$ cat src/rtl/assert_macros.svh
// Assertion macros used by the core's top-level file.
// No dependencies.
`ifndef ASSERT_MACROS_SVH
`define ASSERT_MACROS_SVH
// Implication checked on every clock edge outside reset.
`define ASSERT_IMP(label, clk, rst_n, ante, cons) \
    label: assert property (@(posedge clk) disable iff (!rst_n) (ante) |-> (cons)) \
        else $error("assertion failed");
// Next-cycle implication checked outside reset.
`define ASSERT_NXT(label, clk, rst_n, ante, cons) \
    label: assert property (@(posedge clk) disable iff (!rst_n) (ante) |=> (cons)) \
        else $error("assertion failed");
`endif

$ cat src/rtl/msc_pkg.sv
// Package for the MIPS32 subset core: sizes, opcodes, controller states, commands.
// No dependencies.
`timescale 1ns / 1ps
package msc_pkg;
    localparam int MEM_BYTES = 4096;
    localparam int AW = $clog2(MEM_BYTES);

    localparam logic [5:0] OP_RTYPE = 6'h00, OP_J = 6'h02, OP_JAL = 6'h03,
        OP_BEQ = 6'h04, OP_BNE = 6'h05, OP_ADDI = 6'h08, OP_SLTI = 6'h0A,
        OP_SLTIU = 6'h0B, OP_ANDI = 6'h0C, OP_ORI = 6'h0D, OP_XORI = 6'h0E,
        OP_LW = 6'h23, OP_LBU = 6'h24, OP_LHU = 6'h25, OP_SB = 6'h28,
        OP_SH = 6'h29, OP_SW = 6'h2B;
    localparam logic [5:0] FN_SLL = 6'h00, FN_SRL = 6'h02, FN_JR = 6'h08,
        FN_ADD = 6'h20, FN_SUB = 6'h22, FN_AND = 6'h24, FN_OR = 6'h25,
        FN_NOR = 6'h27, FN_SLT = 6'h2A, FN_SLTU = 6'h2B;

    typedef enum logic [1:0] {
        S_IDLE,
        S_EXEC,
        S_MEM,
        S_OUT
    } t_state;

    typedef struct packed {
        logic wr_byte;   // write input byte to memory
        logic exec;      // decode and execute fetched word
        logic mem;       // finish load or store with memory word
        logic out_take;  // result taken downstream
    } t_cmd;

    typedef struct packed {
        logic needs_mem; // decoded instruction is load or store
    } t_stat;

    typedef struct packed {
        logic [AW-1:0] next_pc;
        logic          reg_written;
        logic [4:0]    reg_index;
        logic [31:0]   reg_value;
        logic [2:0]    store_bytes;
        logic [AW-1:0] store_addr;
    } t_result;
endpackage

$ cat src/rtl/msc_ctrl.sv
// Controller state machine of the core: sequences fetch, execute, memory, output.
// Depends on msc_pkg.
`timescale 1ns / 1ps
module msc_ctrl import msc_pkg::*; (
    input  logic   i_clk,
    input  logic   i_rst_n,
    input  logic   i_in_valid,
    input  logic   i_in_type,
    output logic   o_in_ready,
    output logic   o_out_valid,
    input  logic   i_out_ready,
    input  t_stat  i_stat,
    output t_cmd   o_cmd
);
    t_state r_state, n_state;

    // advance state
    always_ff @(posedge i_clk) begin
        if (!i_rst_n) r_state <= S_IDLE;
        else r_state <= n_state;
    end

    // next state
    always_comb begin
        n_state = r_state;
        case (r_state)
            S_IDLE: begin
                if (i_in_valid) n_state = i_in_type ? S_EXEC : S_OUT;
            end
            S_EXEC: n_state = i_stat.needs_mem ? S_MEM : S_OUT;
            S_MEM:  n_state = S_OUT;
            S_OUT: begin
                if (i_out_ready) n_state = S_IDLE;
            end
            default: n_state = S_IDLE;
        endcase
    end

    // commands
    always_comb begin
        o_cmd = '0;
        o_in_ready = 1'b0;
        o_out_valid = 1'b0;
        case (r_state)
            S_IDLE: begin
                o_in_ready = 1'b1;
                o_cmd.wr_byte = i_in_valid && !i_in_type;
            end
            S_EXEC: o_cmd.exec = 1'b1;
            S_MEM:  o_cmd.mem = 1'b1;
            S_OUT: begin
                o_out_valid = 1'b1;
                o_cmd.out_take = i_out_ready;
            end
            default: ;
        endcase
    end
endmodule

$ cat config.mk
export PLATFORM = sky130hd
export DESIGN_NAME = msc_ctrl
export DESIGN_NICKNAME = d
export VERILOG_FILES = /design/src/rtl/assert_macros.svh /design/src/rtl/msc_pkg.sv /design/src/rtl/msc_ctrl.sv
export SDC_FILE = /design/constraint.sdc
export NUM_CORES = 1
export LEC_CHECK = 0
export BUFFER_PORTS_ARGS = -buffer_cell sky130_fd_sc_hd__buf_4
export CAP_MARGIN = 5
export CORE_AREA = 3 3 40 42
export DETAILED_ROUTE_END_ITERATION = 16
export DIE_AREA = 0 0 43 45
export PLACE_DENSITY = 0.42
export SETUP_SLACK_MARGIN = 0.05
export SYNTH_ARGS = -nofsm -noshare
export SYNTH_HDL_FRONTEND = slang
export SYNTH_SLANG_ARGS = --single-unit
export TNS_END_PERCENT = 100
$ cat constraint.sdc
create_clock -name i_clk -period 2.1 [get_ports i_clk]
set_input_delay 0.42 -clock i_clk [delete_from_list [all_inputs] [get_ports i_clk]]
set_output_delay 0.42 -clock i_clk [all_outputs]
set_load 0.02 [all_outputs]
==> impl_metrics.ini, run 1 <==
[outcome]
status = completed

[logic_synthesis]
synth_top_area_share_pct = 26.8
yosys.area.top_type = ha_1
synth_area_um2 = 186
syn-num-nets = 33
synth-seq-area-share_pct = 21.5
synth_area_per_cell_um2 = 8.11
ys_ff_latch = 2
synth_area_leaders = ha_1 27%, dfxtp_1 21%, nor2b_1 6.7%
ys_warn_count = 0
synth_cell_types = 14
synth_cells = 23

[drt]
routed_wirelength_um = 451
viasPerCell = 3.87
drt-pass1-iter-count = 3
antenna_left = 0
wl_per_cell_um = 8.67
drc_errors = 0
drt_iter0_markers = 1
vias = 201

[worst_hold_path]
whs_path_depth = 3
hp-class = input port to flop

[floorplanning]
die_w_um = 43
ioPinCount = 12
start_util_pct = 14.5
die-area_mm2 = 0.00194
coreArea_mm2 = 0.00128
fp.dieH_um = 45
fp-row-count = 13

[setup_path]
rr_worst_depth = 5
critPathMaxStageDelay_ps = 340
critPathArrivalTime_ps = 1250
crit_type = flop to primary output
crit_buf_inv = 2
cp_max_fo = 7
cp-start-kind = flop
crit_path_cell_trace = inv_1, ha_1, nand2_1, nor2_1, buf_4
slowest_stage = dfxtp_1
worstPathRequired_ps = 1680
end_kind = primary output
cp.depth = 5
crit_family = flip-flops

[sta]
finalSetupViolations = 0
hold_viol = 0
worstMarginPinSlew_ps = 264
fmax_mhz = 600
drv_slew = 0
finalCritPeriodShare_pct = 79.4
slew_headroom_pct = 82.2
rsz0062_at_grt = false
skew_ps = 1.97
finalSetupTns_ps = 0
fin_crit_ps = 1670

[layout]
final_common_cell = buf_4
largest_register_ffs = 2
syn_to_final_growth_pct = 66.4
diodes = 0
largest-register = r_state
multiInputGateArea_um2 = 139
fillers = 148
nets = 49
drive_gt1_share_pct = 40.5
top_regs = r_state x2
final_cell_mix = 11 x buf_4, 4 x ha_1, 3 x nor2_1, 3 x clkbuf_4
regArea_um2 = 40.0

[clock_tree]
cts_tree = built
cts_hold_buf = 0
cts_setup_buffers = 0
htree_levels = 1
cts_root_buf = clkbuf_4
cts.repair.resized = 0
clkSinkCount = 2
numCtsBuffers = 3
clk_latency_ps = 220
cts.clk_slew.worst_paths_ps = 30
clk_path_buf_depth = 2

[global_route]
grt_util_all_layers_pct = 5.99
antenna_found_initial = 0
grt_overflow_total = 0
grt_max_degree = 8
grt_pass1_wl_um = 793
grt_pass1_vias = 211

[job]
maxCapViolCount = 0

[power_and_ir_drop]
p_switching_uw = 158
clkPwrFrac_pct = 22.0
p_comb_share_pct = 60.0
powerDensity_mw_per_mm2 = 1220
vdd_ir_drop_max_mv = 0.348
swShare_pct = 41.6
pwr-share-seq_pct = 18.1
p_int_uw = 222
power.total_uw = 380
leakage_nw = 0.162

[placed_design]
hpwl_um = 354
portBuffers = 11
place_congestion = 0.684
## stage by stage
stage | cells | util [%] | cell area (µm²) | hold slack [ps] | setup slack, ps
5_1_grt | 52 | 24.1 | 310 | 454 | 290
3_5_place_dp | 49 | 22.4 | 288 | 537 | 472
2_1_floorplan | 23 | - | 186 | 494 | 484
4_1_cts | 52 | 24.1 | 310 | 444 | 412
3_3_place_gp | 49 | 22.4 | 288 | 535 | 484
6_report | 52 | 24.1 | 310 | 453 | 433
## power groups by stage
stage          Sequential (mW)  Clock, mW  Combinational (mW)
6_report                0.0686     0.0835               0.228
5_1_grt                 0.0710     0.0964               0.259
4_1_cts                 0.0683     0.0896               0.231
3_5_place_dp            0.0688          0               0.231
3_3_place_gp            0.0692          0               0.229
2_1_floorplan           0.0654          0               0.161
## cell usage after synthesis
| master | instances |
|---|---|
| a21boi_1 | 1 |
| a21oi_1 | 1 |
| and2_1 | 1 |
| and2b_1 | 1 |
| dfxtp_1 | 2 |
| ha_1 | 4 |
| inv_1 | 2 |
| nand2_1 | 2 |
| nor2_1 | 3 |
| nor2b_1 | 2 |
| o21ai_0 | 1 |
| o41ai_1 | 1 |
| or3_2 | 1 |
| or4b_1 | 1 |
## area by class of cell
type	instances	share of cell area, %
clock buffers	3	7.26
multi-input cells	19	44.8
flip-flops and latches	2	12.9
well taps	15	6.05
inverters	2	2.42
repair buffers	11	26.6
## metal layers
metal	part of all wire (%)	vias up	track usage (%)
met4	0	0	7.23
met2	38	13	8.08
met1	48	82	6.47
met5	0	-	0
li1	-	106	-
met3	14	0	2.39
## worst register-to-register path, cell delays in order (launching register included)
cell and delay (ps):
dfxtp_1 390, inv_1 90, ha_1 260, nor2b_1 180, or4b_1 520, a21boi_1 150
## final timing paths
kind                                           endpoint                     from  slack (ps)
worst min register to register  r_state[1]$_SDFFE_PN0P_  r_state[1]$_SDFFE_PN0P_         540
worst min-delay path            r_state[0]$_SDFFE_PN0P_                  i_rst_n         450
worst max register to register  r_state[1]$_SDFFE_PN0P_  r_state[1]$_SDFFE_PN0P_         450
worst max-delay path                           o_cmd[3]  r_state[1]$_SDFFE_PN0P_         430
## logic make-up after synthesis
logic type / Yosys count / share of synthesized area [%]
simple gates: 11 / 33.6
flops: 2 / 21.5
fa+ha+maj: 4 / 26.8
buf+inv: 2 / 4.03
compound gates: 4 / 14.1
(Power assumes the default switching activity.)
==> run 2: changes to the inputs <==
- clock period: 2.1 -> 1.69 ns (I/O delays scaled with it)
==> impl_metrics.ini, run 2 (synthesized netlist as in run 1, its figures left out) <==
[setup_path]
end_kind = primary output
cpMostUsedCell = buf_4
crit_buf_inv = 3
critPathArrivalTime_ps = 1200
r2r-end = r_state[1]$_SDFFE_PN0P_
cp.depth = 6
r2r_start = r_state[1]$_SDFFE_PN0P_
r2r_slack_ps = 210
slowest_stage = dfxtp_2
critPathMaxStageDelay_ps = 330
crit_family = buffers and inverters
crit_path_cell_trace = inv_1, ha_2, buf_4, nand2_1, nor2_1, buf_4
crit_type = flop to primary output
rr_worst_depth = 5
worstPathRequired_ps = 1350
cp_max_fo = 6
cp-start-kind = flop

[layout]
fillers = 142
nets = 51
final_cell_mix = 13 x buf_4, 3 x nor2_1, 3 x ha_1, 3 x clkbuf_4
largest-register = r_state
drive_gt1_share_pct = 53.8
largest_register_ffs = 2
top_regs = r_state x2
instances_no_fill = 54
diodes = 0
final_common_cell = buf_4
syn_to_final_growth_pct = 77.2

[floorplanning]
fp.dieH_um = 45
die_w_um = 43
start_util_pct = 14.5
die-area_mm2 = 0.00194
ioPinCount = 12
fp-row-count = 13
coreArea_mm2 = 0.00128

[clock_tree]
cts_tree = built
htree_levels = 1
cts.clk_slew.worst_paths_ps = 30
clk_path_buf_depth = 2
cts_hold_buf = 0
cts_root_buf = clkbuf_4
numCtsBuffers = 3
clk_latency_ps = 220
clkSinkCount = 2

[sta]
skew_ps = 2.95
finalSetupViolations = 0
slew_headroom_pct = 81.9
worstMarginPinSlew_ps = 268
drv_slew = 0
fmax_mhz = 649
finalSetupTns_ps = 0
hold_viol = 0
fin_crit_ps = 1540
finalCritPeriodShare_pct = 91.1
rsz0062_at_grt = false

[global_route]
antenna_found_initial = 0
grt_util_all_layers_pct = 5.40
grt_overflow_total = 0
grt_max_degree = 7
grt_pass1_wl_um = 779
grt_pass1_vias = 194

[worst_hold_path]
worstHoldStart = i_rst_n
hp-class = input port to flop
whs_path_depth = 3
min_to = r_state[0]$_SDFFE_PN0P_

[job]
maxCapViolCount = 0

[placed_design]
dp.cells = 50
place_congestion = 0.694
portBuffers = 11
hpwl_um = 362

[power_and_ir_drop]
leakage_nw = 0.170
vdd_ir_drop_max_mv = 0.523
powerDensity_mw_per_mm2 = 1550

[drt]
viasPerCell = 3.78
drt-pass1-iter-count = 1
vias = 204
routed_wirelength_um = 430
drt_iter0_markers = 0
wl_per_cell_um = 7.96
drc_errors = 0
antenna_left = 0

[outcome]
status = completed
run 2: cell types whose count changed in the layout (fill, tap and decap cells not counted), sizes merged:
cell,before,now
buf,11,13
run 2: cell type report:
class                           instances  area (µm²)  area share (%)
Clock buffer                            3        22.5            6.82
Inverter                                2        7.51            2.27
Multi-Input combinational cell         19         141            42.8
Sequential cell                         2        42.5            12.9
Tap cell                               15        18.8            5.68
Timing Repair Buffer                   13        97.6            29.5
run 2: worst max path at each step:
| stage | slack (ps) | to | start |
|---|---|---|---|
| global route | 50 | o_cmd[3] | r_state[1]$_SDFFE_PN0P_ |
| CTS | 60 | o_cmd[3] | r_state[1]$_SDFFE_PN0P_ |
| finish | 150 | o_cmd[3] | r_state[1]$_SDFFE_PN0P_ |
| detailed placement | 140 | r_state[1]$_SDFFE_PN0P_ | r_state[1]$_SDFFE_PN0P_ |
| floorplan | 70 | r_state[1]$_SDFFE_PN0P_ | r_state[0]$_SDFFE_PN0P_ |
| global placement | 150 | r_state[1]$_SDFFE_PN0P_ | r_state[1]$_SDFFE_PN0P_ |
run 2: what timing repair did:
action | 4_1_cts | 5_1_grt
gates resized for setup | 0 | 4
buffers inserted | 0 | 1
setup endpoints to repair | 0 | 4
run 2: power breakdown:
part | leakage, nW | switching [mW] | internal (mW)
sequential | 0.0172 | 0.0207 | 0.0708
combinational | 0.139 | 0.159 | 0.158
clock | 0.0138 | 0.0250 | 0.0781
total | 0.170 | 0.204 | 0.307
run 2: metrics by stage:
step,total power [mW],utilization (%),setup slack [ps],hold slack (ps),instance area [µm²]
2_1_floorplan,0.281,-,74.1,461,186
3_3_place_gp,0.387,23.0,147,536,295
3_5_place_dp,0.388,23.0,143,545,295
4_1_cts,0.499,24.7,55.9,360,318
5_1_grt,0.571,25.7,53.3,376,330
6_report,0.511,25.7,150,362,330
run 2: worst register-to-register path, delay by kind of cell (launching register included):
family | cells | cell delay, ps
adders and majority gates | 1 | 180
AOI/OAI and AO/OA | 1 | 140
buffers and inverters | 1 | 70
and+or+nand+nor | 2 | 660
DFF | 1 | 350
run 2: routing by layer:
layer	share of wire (%)	vias up	routed length, µm	GRT usage, %
li1	-	110	-	-
met1	52	83	225	7.18
met2	35	11	149	7.78
met3	13	0	55	2.39
met4	0	0	0	1.81
met5	0	-	0	0
==> run 3: changes to the inputs <==
- ABC_AREA: not set -> 1
- PLACE_DENSITY: 0.42 -> 0.44
==> impl_metrics.ini, run 3 <==
[outcome]
status = completed

[worst_hold_path]
whs_path_depth = 3
hp-class = input port to flop

[clock_tree]
clkSinkCount = 2
cts_hold_buf = 0
cts.repair.resized = 0
cts.clk_slew.worst_paths_ps = 30
numCtsBuffers = 3
cts_root_buf = clkbuf_4
clk_latency_ps = 220
cts_tree = built
clk_path_buf_depth = 2
cts_setup_buffers = 0
htree_levels = 1

[sta]
slew_headroom_pct = 88.8
drv_slew = 0
finalCritPeriodShare_pct = 89.3
finalSetupTns_ps = 0
skew_ps = 0.479
fin_crit_ps = 1510
worstMarginPinSlew_ps = 168
hold_viol = 0
finalSetupViolations = 0
rsz0062_at_grt = false
fmax_mhz = 663

[layout]
drive_gt1_share_pct = 38.3
top_regs = r_state x2
syn_to_final_growth_pct = 66.1
nets = 59
final_common_cell = buf_4
largest-register = r_state
fillers = 153
final_cell_mix = 11 x buf_4, 9 x inv_1, 9 x nand2_1
largest_register_ffs = 2
diodes = 0

[logic_synthesis]
synth_top_area_share_pct = 24.2
synthTopCellsByCount = 9 x inv_1, 9 x nand2_1, 4 x ha_1
yosys.area.top_type = ha_1
synth_area_um2 = 206
synth_ff_type = dfxtp_1
synth_edf_count = 0
synth_cell_types = 10
synth-seq-area-share_pct = 19.4
synth_area_per_cell_um2 = 6.26
synth_area_leaders = ha_1 24%, dfxtp_1 19%, inv_1 16%
async_flop_share_pct = 0
syn-num-nets = 43
synth_cells = 33
ys_warn_count = 0
ys_ff_latch = 2

[setup_path]
worstPathRequired_ps = 1350
r2r_slack_ps = 590
cp-start-kind = flop
cp_max_fo = 5
crit_path_cell_trace = inv_1, ha_4, nand2_1, nor2_1, buf_4
end_kind = primary output
critPathArrivalTime_ps = 1170
crit_end = o_cmd[3]
crit_start = r_state[1]$_SDFFE_PN0P_
crit_buf_inv = 2
crit_type = flop to primary output
cp.depth = 5
crit_family = flip-flops
rr_worst_depth = 6
critPathMaxStageDelay_ps = 390
slowest_stage = dfxtp_1
r2r_start = r_state[1]$_SDFFE_PN0P_
r2r-end = r_state[1]$_SDFFE_PN0P_

[global_route]
grt_pass1_wl_um = 738
grt_max_degree = 6
antenna_found_initial = 0
grt_util_all_layers_pct = 5.23
grt_pass1_vias = 191
grt_overflow_total = 0

[job]
maxCapViolCount = 0

[power_and_ir_drop]
leakage_nw = 0.208
vdd_ir_drop_max_mv = 0.654
power.total_uw = 625
powerDensity_mw_per_mm2 = 1820

[floorplanning]
ioPinCount = 12
die_w_um = 43
die-area_mm2 = 0.00194
coreArea_mm2 = 0.00128
start_util_pct = 16.1
fp-row-count = 13
fp.dieH_um = 45

[drt]
drt_iter0_markers = 0
vias = 230
wl_per_cell_um = 7.08
viasPerCell = 3.71
drt-pass1-iter-count = 1
antenna_left = 0
routed_wirelength_um = 439
drc_errors = 0

[placed_design]
hpwl_um = 360
portBuffers = 11
place_congestion = 0.668
run 3: cell count changes in the layout (fill, tap and decap cells not counted), sizes merged:
| cell | previous run | this run |
|---|---|---|
| nand3 | 0 | 2 |
| or3 | 1 | 0 |
| a21boi | 1 | 0 |
| nor2b | 2 | 0 |
| or4b | 1 | 0 |
| o41ai | 1 | 0 |
| and2b | 1 | 0 |
| buf | 13 | 11 |
| nand2 | 2 | 11 |
| nor2 | 3 | 2 |
| a21oi | 1 | 2 |
| and2 | 1 | 0 |
| inv | 2 | 9 |
run 3: worst min path at each step:
stage / endpoint / startpoint / slack [ps]
6_report: r_state[1]$_SDFFE_PN0P_ / i_rst_n / 370
5_1_grt: r_state[0]$_SDFFE_PN0P_ / i_rst_n / 380
4_1_cts: r_state[1]$_SDFFE_PN0P_ / i_rst_n / 360
3_5_place_dp: r_state[0]$_SDFFE_PN0P_ / r_state[0]$_SDFFE_PN0P_ / 510
3_3_place_gp: r_state[0]$_SDFFE_PN0P_ / r_state[0]$_SDFFE_PN0P_ / 520
2_1_floorplan: r_state[0]$_SDFFE_PN0P_ / i_rst_n / 460
run 3: layout make-up:
| cell class | instances | area (µm²) | share of cell area, % |
|---|---|---|---|
| Clock buffer | 3 | 22.5 | 6.57 |
| Inverter | 9 | 33.8 | 9.85 |
| Multi-Input combinational cell | 22 | 145 | 42.3 |
| Sequential cell | 2 | 40.0 | 11.7 |
| Tap cell | 15 | 18.8 | 5.47 |
| Timing Repair Buffer | 11 | 82.6 | 24.1 |
run 3: worst reg2reg max path: stages, from the launching register on:
cell	delay (ps)
dfxtp_1	390
inv_1	110
ha_4	180
nand2_2	90
nand2_1	60
o21ai_1	120
nor2_1	50
run 3: logic make-up after synthesis:
logic type	share of synthesized area (%)
adders and majority gates	24.2
buffers and inverters	16.4
and+or+nand+nor	30.9
AOI/OAI and AO/OA	9.09
DFF	19.4
run 3: stage by stage:
stage / cells / setup WS [ps] / util, % / hold slack, ps / area, µm²
3_3_place_gp: 59 / 343 / 24.0 / 522 / 308
2_1_floorplan: 33 / 222 / - / 460 / 206
5_1_grt: 62 / 73.8 / 26.7 / 380 / 343
3_5_place_dp: 59 / 339 / 24.0 / 510 / 308
6_report: 62 / 182 / 26.7 / 365 / 343
4_1_cts: 62 / 97.7 / 25.7 / 364 / 330
run 3: routing by layer:
layer	up-vias	share of wire, %	global-route usage [%]
met2	10	41	6.89
met4	0	0	3.61
met1	95	46	6.46
met5	-	0	0
met3	0	13	2.79
li1	125	-	-
run 3: where the power goes:
| part | switching [mW] | leakage [nW] | internal, mW | total, mW |
|---|---|---|---|---|
| registers | 0.0286 | 0.0166 | 0.0725 | 0.101 |
| clock network | 0.0224 | 0.0138 | 0.0779 | 0.100 |
| logic | 0.235 | 0.177 | 0.189 | 0.424 |
| total | 0.286 | 0.208 | 0.339 | 0.625 |
